$ cat config.mk
export PLATFORM = sky130hd
export DESIGN_NAME = gvn_norm
export DESIGN_NICKNAME = d
export VERILOG_FILES = /design/src/rtl/core/grid_vertex_normal_engine_defines.svh /design/src/rtl/core/gvn_pkg.sv /design/src/rtl/core/gvn_norm.sv
export SDC_FILE = /design/constraint.sdc
export NUM_CORES = 2
export LEC_CHECK = 0
export BUFFER_PORTS_ARGS = -buffer_cell sky130_fd_sc_hd__clkbuf_2
export CORE_ASPECT_RATIO = 0.5
export CORE_MARGIN = 10
export CORE_UTILIZATION = 51
export DETAILED_ROUTE_END_ITERATION = 7
export MAX_ROUTING_LAYER = met4
export PLACE_DENSITY = 0.77
export SYNTH_ARGS = -nofsm -noshare
export SYNTH_HDL_FRONTEND = slang
export SYNTH_SLANG_ARGS = --single-unit
$ cat constraint.sdc
create_clock -name clk -period 28.8 [get_ports clk]
set_input_delay 5.76 -clock clk [delete_from_list [all_inputs] [get_ports clk]]
set_output_delay 5.76 -clock clk [all_outputs]
set_load 0.01 [all_outputs]
$ cat src/rtl/core/grid_vertex_normal_engine_defines.svh
// assertion macros for the grid vertex normal engine
`ifndef GRID_VERTEX_NORMAL_ENGINE_DEFINES_SVH
`define GRID_VERTEX_NORMAL_ENGINE_DEFINES_SVH

`ifndef SYNTHESIS
`define GVN_ASSERT(label, prop, msg) \
    label: assert property (@(posedge clk) disable iff (!rst_n) prop) else $error(msg);
`define GVN_ASSERT_NEXT(label, ante, cons, msg) \
    label: assert property (@(posedge clk) disable iff (!rst_n) (ante) |=> (cons)) \
        else $error(msg);
`else
`define GVN_ASSERT(label, prop, msg)
`define GVN_ASSERT_NEXT(label, ante, cons, msg)
`endif

`endif

$ cat src/rtl/core/gvn_pkg.sv
package gvn_pkg;

    localparam int DIM_W = 9;

    typedef logic signed [15:0] pos_t;
    typedef logic signed [15:0] q14_t;
    typedef logic signed [31:0] vec_t;

    typedef struct packed {
        logic start;
        logic edge_mode;
    } norm_req_t;

    localparam logic REG_GRID_ROWS = 1'b0;
    localparam logic REG_GRID_COLS = 1'b1;

    localparam logic REQ_WRITE = 1'b0;
    localparam logic REQ_QUERY = 1'b1;

    localparam logic [15:0] ONE_Q14 = 16'd16384;

endpackage

$ cat src/rtl/core/gvn_norm.sv
module gvn_norm (
    input  logic              clk,
    input  logic              rst_n,
    input  gvn_pkg::norm_req_t req,
    input  gvn_pkg::vec_t     vec_in [3],
    output logic              done,
    output gvn_pkg::q14_t     norm_out [3]
);
    import gvn_pkg::*;

    localparam logic [1:0] N_IDLE = 2'd0;
    localparam logic [1:0] N_SQ   = 2'd1;
    localparam logic [1:0] N_SQRT = 2'd2;
    localparam logic [1:0] N_DIV  = 2'd3;

    logic [1:0]  state_reg;
    logic [4:0]  cnt_reg;
    logic [1:0]  comp_reg;
    logic [29:0] mag_reg [3];
    logic [2:0]  neg_reg;
    logic        edge_reg;
    logic [59:0] prod_reg;
    logic [61:0] l2_reg;
    logic [63:0] rad_reg;
    logic [63:0] res_reg;
    logic [63:0] bit_reg;
    logic [47:0] rem_reg;
    logic [47:0] dsr_reg;
    logic [15:0] q_reg;
    q14_t        out_reg [3];
    logic        done_reg;

    logic [29:0] mag_sel;
    logic [59:0] sq_w;
    logic [61:0] l2_sum;
    logic [63:0] sq_trial;
    logic        div_bit;
    logic [15:0] q_fin;
    logic [15:0] q_clamp;
    logic [31:0] abs_w [3];

    always_comb
    begin
        for (int i = 0; i < 3; i++)
        begin
            abs_w[i] = vec_in[i][31] ? 32'(-vec_in[i]) : 32'(vec_in[i]);
        end
        mag_sel  = (cnt_reg[1:0] == 2'd3) ? 30'd0 : mag_reg[cnt_reg[1:0]];
        sq_w     = mag_sel * mag_sel;
        l2_sum   = l2_reg + {2'b0, prod_reg};
        sq_trial = res_reg + bit_reg;
        div_bit  = (rem_reg >= dsr_reg);
        q_fin    = {q_reg[14:0], div_bit};
        q_clamp  = (q_fin > ONE_Q14) ? ONE_Q14 : q_fin;
    end

    always_ff @(posedge clk or negedge rst_n)
    begin
        if (!rst_n)
        begin
            state_reg <= N_IDLE;
            done_reg  <= 1'b0;
            cnt_reg   <= '0;
            comp_reg  <= '0;
        end
        else
        begin
            done_reg <= 1'b0;
            case (state_reg)
                N_IDLE:
                begin
                    if (req.start)
                    begin
                        for (int i = 0; i < 3; i++)
                        begin
                            mag_reg[i] <= abs_w[i][29:0];
                            neg_reg[i] <= vec_in[i][31];
                        end
                        edge_reg  <= req.edge_mode;
                        l2_reg    <= '0;
                        cnt_reg   <= '0;
                        state_reg <= N_SQ;
                    end
                end
                N_SQ:
                begin
                    prod_reg <= sq_w;
                    if (cnt_reg != 5'd0)
                    begin
                        l2_reg <= l2_sum;
                    end
                    if (cnt_reg == 5'd3)
                    begin
                        cnt_reg <= '0;
                        if (l2_sum == '0)
                        begin
                            for (int i = 0; i < 3; i++)
                            begin
                                out_reg[i] <= '0;
                            end
                            done_reg  <= 1'b1;
                            state_reg <= N_IDLE;
                        end
                        else
                        begin
                            rad_reg   <= edge_reg ? {l2_sum[35:0], 28'b0} : {2'b0, l2_sum};
                            res_reg   <= '0;
                            bit_reg   <= 64'd1 << 62;
                            state_reg <= N_SQRT;
                        end
                    end
                    else
                    begin
                        cnt_reg <= cnt_reg + 5'd1;
                    end
                end
                N_SQRT:
                begin
                    if (rad_reg >= sq_trial)
                    begin
                        rad_reg <= rad_reg - sq_trial;
                        res_reg <= (res_reg >> 1) + bit_reg;
                    end
                    else
                    begin
                        res_reg <= res_reg >> 1;
                    end
                    bit_reg <= bit_reg >> 2;
                    if (cnt_reg == 5'd31)
                    begin
                        cnt_reg   <= '0;
                        comp_reg  <= '0;
                        state_reg <= N_DIV;
                    end
                    else
                    begin
                        cnt_reg <= cnt_reg + 5'd1;
                    end
                end
                N_DIV:
                begin
                    if (cnt_reg == 5'd0)
                    begin
                        rem_reg <= (edge_reg ? (48'(mag_reg[comp_reg]) << 28)
                                             : (48'(mag_reg[comp_reg]) << 14))
                                   + 48'(res_reg[31:1]);
                        dsr_reg <= 48'(res_reg[31:0]) << 15;
                        q_reg   <= '0;
                        cnt_reg <= 5'd1;
                    end
                    else
                    begin
                        if (div_bit)
                        begin
                            rem_reg <= rem_reg - dsr_reg;
                        end
                        dsr_reg <= dsr_reg >> 1;
                        q_reg   <= q_fin;
                        if (cnt_reg == 5'd16)
                        begin
                            out_reg[comp_reg] <= neg_reg[comp_reg] ? q14_t'(-q_clamp)
                                                                   : q14_t'(q_clamp);
                            cnt_reg <= '0;
                            if (comp_reg == 2'd2)
                            begin
                                done_reg  <= 1'b1;
                                state_reg <= N_IDLE;
                            end
                            else
                            begin
                                comp_reg <= comp_reg + 2'd1;
                            end
                        end
                        else
                        begin
                            cnt_reg <= cnt_reg + 5'd1;
                        end
                    end
                end
                default:
                begin
                    state_reg <= N_IDLE;
                end
            endcase
        end
    end

    assign done = done_reg;
    assign norm_out = out_reg;

endmodule

* After elaboration in Yosys (flattened, before gate mapping) *
Memory sizes are Yosys's and may differ from the RTL's.
Cells that the tools add are included.

operators by class
  add/subtract/negate cells = 12
  $mul = 1
  div/mod/pow operators = 0
  magnitude comparators = 6
  equal/unequal tests = 19
  shift operators = 0
  multiplexer cells = 63
  bitwise gates (word level) = 1
  reductions and logical operators = 21

operator list
  cell              count
  $mux 64           9
  $pmux 64 s2       3
  $mux 48           7
  $mux 62           2
  $pmux 62 s2       1
  $mux 30           4
  $pmux 48 s2       1
  $neg 30->30       3
  $add 63x64->64    1
  $add 64x64->64    1
  $ge 64x64->1      1
  $sub 64x64->64    1
  $add 62x60->62    1
  $logic_not 62->1  1
  $mul 30x30->60    1
  $add 48x31->48    1
  $bwmux 48         1
  $ge 48x48->1      1
  $mux 16           3
  $sub 48x48->48    1
  $mux 47           1
  $demux 16 s2      1
  $mux 5            5
  $mux 2            11
  other kinds (29)  61

storage, ports and cells
  flip-flop bits (word level) = 487
  bits in latches = 0
  RAM bits = 90
  ROM bits = 0
  input port bits = 100
  output and inout port bits = 49
  word-level logic and storage cells = 142
  memories = 1

memory list
  name     depth  width  read ports  clocked after memory_dff  write ports  line            RTL
  mag_reg  3      30     2           0                         3            gvn_norm.sv:19  logic [29:0] mag_reg [3];

* Logic depth before layout (Yosys ltp) *
  word-level depth = 9
  mapped depth = 38
  gate-level depth less buffers = 35

* Least setup slack after synthesis *
Ideal clock, no wire load.

  path type = input port to flip-flop
  from = in req[1] (netlist name)
  to = reg l2_reg[0] (enable)
  library setup time = 0.813 ns
  arrival time = 15.570 ns
  setup slack = 12.417 ns
  stages on the path = 2
  path buffers = 0
  cells stage by stage = nor3_1 > a2111oi_0

between the ends
  cells in the longest elaborated chain, start to end = 2

RTL lines
  what                        line            RTL
  start, declared             gvn_norm.sv:4   input gvn_pkg::norm_req_t req,
  $ne 2x2->1 (no line)        --
  $reduce_and 4->1 (no line)  --
  end signal, assigned        gvn_norm.sv:90  l2_reg <= l2_sum;
  end, declared               gvn_norm.sv:23  logic [61:0] l2_reg;

Every way passes these cells.
A chain may end at the register's enable or synchronous reset.

* Worst setup path in the final report *
  from = reg cnt_reg[1]
  to = reg prod_reg[57] (data pin)

between the ends
  cells in the longest elaborated chain, start to end = 3
  elaborated cells on any way between the ends = 4
  those cells by class = mul: 1; eq/ne: 1; mux: 1; memory: 1

RTL lines
  what                                               line             RTL
  start, declared                                    gvn_norm.sv:17   logic [4:0] cnt_reg;
  start signal, assigned                             gvn_norm.sv:114  cnt_reg <= cnt_reg + 5'd1;
  start signal, assigned                             gvn_norm.sv:137  cnt_reg <= cnt_reg + 5'd1;
  start signal, assigned                             gvn_norm.sv:176  cnt_reg <= cnt_reg + 5'd1;
  $mem_v2 3x30 / $eq 2x2->1 (equally long branches)  --
  $mux 30 (*)                                        gvn_norm.sv:48   mag_sel = (cnt_reg[1:0] == 2'd3) ? 30'd0 : mag_reg[cnt_reg[1:0]];
  $mul 30x30->60 (*)                                 gvn_norm.sv:49   sq_w = mag_sel * mag_sel;
  net sq_w[57]                                       gvn_norm.sv:34   logic [59:0] sq_w;
  end signal, assigned                               gvn_norm.sv:87   prod_reg <= sq_w;
  end, declared                                      gvn_norm.sv:22   logic [59:0] prod_reg;

The timed path passes the listed nets; every way through them passes the cells marked *.

==> metrics.txt <==
max-slew violation count=0; Synth Area per Inst=9.23 µm²; drt first pass iters=8; Seq/Total Area, Yosys=25.1%; final instance area=0.0694 mm²; CP Max Fanout=68; Slew HR=11.5%; critical path arrival=11750 ps; outcome=complete, no violations; unrepaired setup endpoints after global routing=false; clock latency at the later pin of the worst-skew pair=670 ps; Iteration-0 DRC Markers=5383; die area=0.142 mm²; footprint of the multi-input gates=0.0436 mm²; antenna-violating nets left=0; Hold Vio Cnt, Final=0; share of cells above drive strength 1=5.92%; global placement routability congestion=0.983; cell family with most CP delay=adder cells; # fillers=11150; Final HPWL DP=140000 µm; total congestion overflow=0; first-pass GRT wire length=287000 µm; # resized after CTS=0; max FFs per register=90; Rows=92; CP Capture Type=register; final setup violation count=0; largest net degree at the start of global routing=95; # clock sinks=543; Total GRT Usage=25.9%; Distinct cells, synth=86; Layout Cells excl Fill=8774; Crit path top cell by count=fa_1; Setup TNS=0 ps; Fin Clk Skew=32.4 ps; Die X=524 µm; final wirelength=182000 µm; Worst Setup Path Type=register to register; Crit path required time=29210 ps; TritonCTS Buffers=59; PortBufs=145; Sequential cell area=0.0163 mm²; H-tree lvl count=2; Worst Path Buf+Inv=6; core area=0.126 mm²; hold_buf cts=0; synthesized instance count=7010; number of flops mapped to enable cells by yosys=533; Crit path largest cell delay=920 ps; transition time of the tightest slew-check pin=1320 ps; Root Buffer=clkbuf_16; Post-DP Area=0.0673 mm²; setup bufs post-CTS=0; startpoint types=register; ys async rst share=1.84%; number of max-cap violations=0; Period Utilization, post-route=39.4%; vias in the first global route=51154; post-DR wirelength/cell=20.8 µm; Crit-path slowest cell=clkinv_1; Die Y=272 µm; predominant post-synthesis flop cell=edfxtp_1; Syn Std Cell Area=0.0647 mm²; Syn Nets=8323; P&R area growth vs syn=7.25%; Placed Cells=8660; yosys warns=0; nets=8342; DRC viols=0; Max Fclk=88.2 MHz; number of synthesized register bits=543; Reg clk slew, reported paths=60 ps; I/O pins=149; antenna violations before repair=3; initial core utilization=51.4%; CTS tree=built; Hold Crit Class=register to register; Clock Path Buffers=3; vias=51874; vias per std cell=5.91; Final Critical Period=11330 ps
## worst paths after layout
check | start | to | slack (ps) | cells past startpoint
max | cnt_reg[1] | prod_reg[57] | 17470 | 28
min | dsr_reg[3] | dsr_reg[2] | 570 | 2
max reg2reg | cnt_reg[1] | prod_reg[57] | 17470 | 28
min reg2reg | dsr_reg[3] | dsr_reg[2] | 570 | 2
max in group asynchronous | rst_n | cnt_reg[0] | 23530 | 1
min in group asynchronous | rst_n | done | 4990 | 1
## metal layers
metal  vias to the layer above  wire, µm  track usage, %  part of all wire [%]
met5                         -         0               -                     0
met2                      2495     78900            38.7                    43
met4                         0      6710            8.05                   3.7
met1                     25193     77800            35.9                    43
met3                       411     19000            4.74                    10
li1                      23775         -               -                     -
## cell usage in the layout (no fill, tap or decap), drive strengths merged, types with 14 or more instances in the layout
master  Yosys  layout
a211o      22      22
a211oi    133     133
a21boi     17      17
a21o      152     152
a21oi     345     345
a31o       16      16
a31oi      77      77
and2       80      80
and3       49      49
and4       17      17
buf        18      74
clkbuf    243     208
clkinv      9      40
edfxtp    533     533
fa        698     698
ha        515     515
inv      1069    1072
mux2i      66      66
nand2     619     619
nand2b     37      37
nand3      90      90
nand3b     14      14
nand4      62      62
nor2      670     670
nor2b      91      91
nor3       66      66
nor4       28      28
o211ai     17      17
o21a       30      30
o21ai     389     389
o21bai     51      51
o22ai      25      25
o31ai      51      51
o41ai      19      19
or2        15      15
or3        30      30
or4        16      16
xnor2     277     277
xor2      172     172
## synth_stat cells, types with 17 or more instances
cell / number / share of area (%)
nor2_1: 670 / 3.9
nand3_1: 90 / 0.70
a211o_1: 22 / 0.30
o21ai_0: 386 / 3.0
xnor2_1: 277 / 3.8
nor3_1: 66 / 0.51
o41ai_1: 18 / 0.24
and3_1: 49 / 0.47
nand2b_1: 37 / 0.36
a211oi_1: 132 / 1.5
a31oi_1: 77 / 0.74
nand2_1: 619 / 3.6
mux2i_1: 66 / 1.0
o22ai_1: 25 / 0.24
nand4_1: 62 / 0.60
a21boi_0: 17 / 0.20
xor2_1: 172 / 2.3
fa_1: 698 / 22
a21oi_1: 345 / 2.7
inv_1: 1069 / 6.2
o21bai_1: 51 / 0.59
a21o_1: 152 / 1.8
ha_1: 515 / 10
o31ai_1: 51 / 0.59
nor2b_1: 91 / 0.88
or3_1: 30 / 0.29
buf_1: 18 / 0.10
nor4_1: 28 / 0.27
o211ai_1: 17 / 0.20
and2_1: 80 / 0.77
o21a_1: 30 / 0.35
clkbuf_1: 243 / 1.4
edfxtp_1: 533 / 25
## through the flow
stage               hold slack, ps  utilization (%)  setup WS, ps
floorplan                      508                -         12420
global placement               534             53.5         17670
CTS                            573             55.1         17630
detailed placement             556             53.5         17590
finish                         568             55.1         17470
global route                   594             55.1         17000
## tightest hold or removal path: stages (launching register included)
cell	delay (ps)
edfxtp_1	320
inv_1	50
nor2_1	90
## cells by family (layout without fill, tap and decap cells)
| kind of cell | after synthesis | in the layout | share of synthesized area, % |
|---|---|---|---|
| and+or+nand+nor | 1910 | 1910 | 13.4 |
| AOI/OAI and AO/OA | 1469 | 1469 | 14.5 |
| buffers and inverters | 1339 | 1408 | 7.77 |
| adders and majority gates | 1213 | 1213 | 31.6 |
| DFF | 543 | 543 | 25.1 |
| xor gates and xnor gates | 449 | 449 | 6.08 |
| muxes | 87 | 87 | 1.55 |
| other | 0 | 3 | 0 |
## cell type report
class / instances / area share (%)
Tap cell: 1692 / 3.05
Antenna cell: 3 / 0.0108
Timing Repair Buffer: 219 / 1.85
Inverter: 1078 / 5.84
Clock inverter: 48 / 0.745
Clock buffer: 63 / 2.18
Multi-Input combinational cell: 5128 / 62.9
Sequential cell: 543 / 23.4
Power is not shown: default switching activity piles up to over one toggle a cycle in this logic, so the estimate is an artifact.
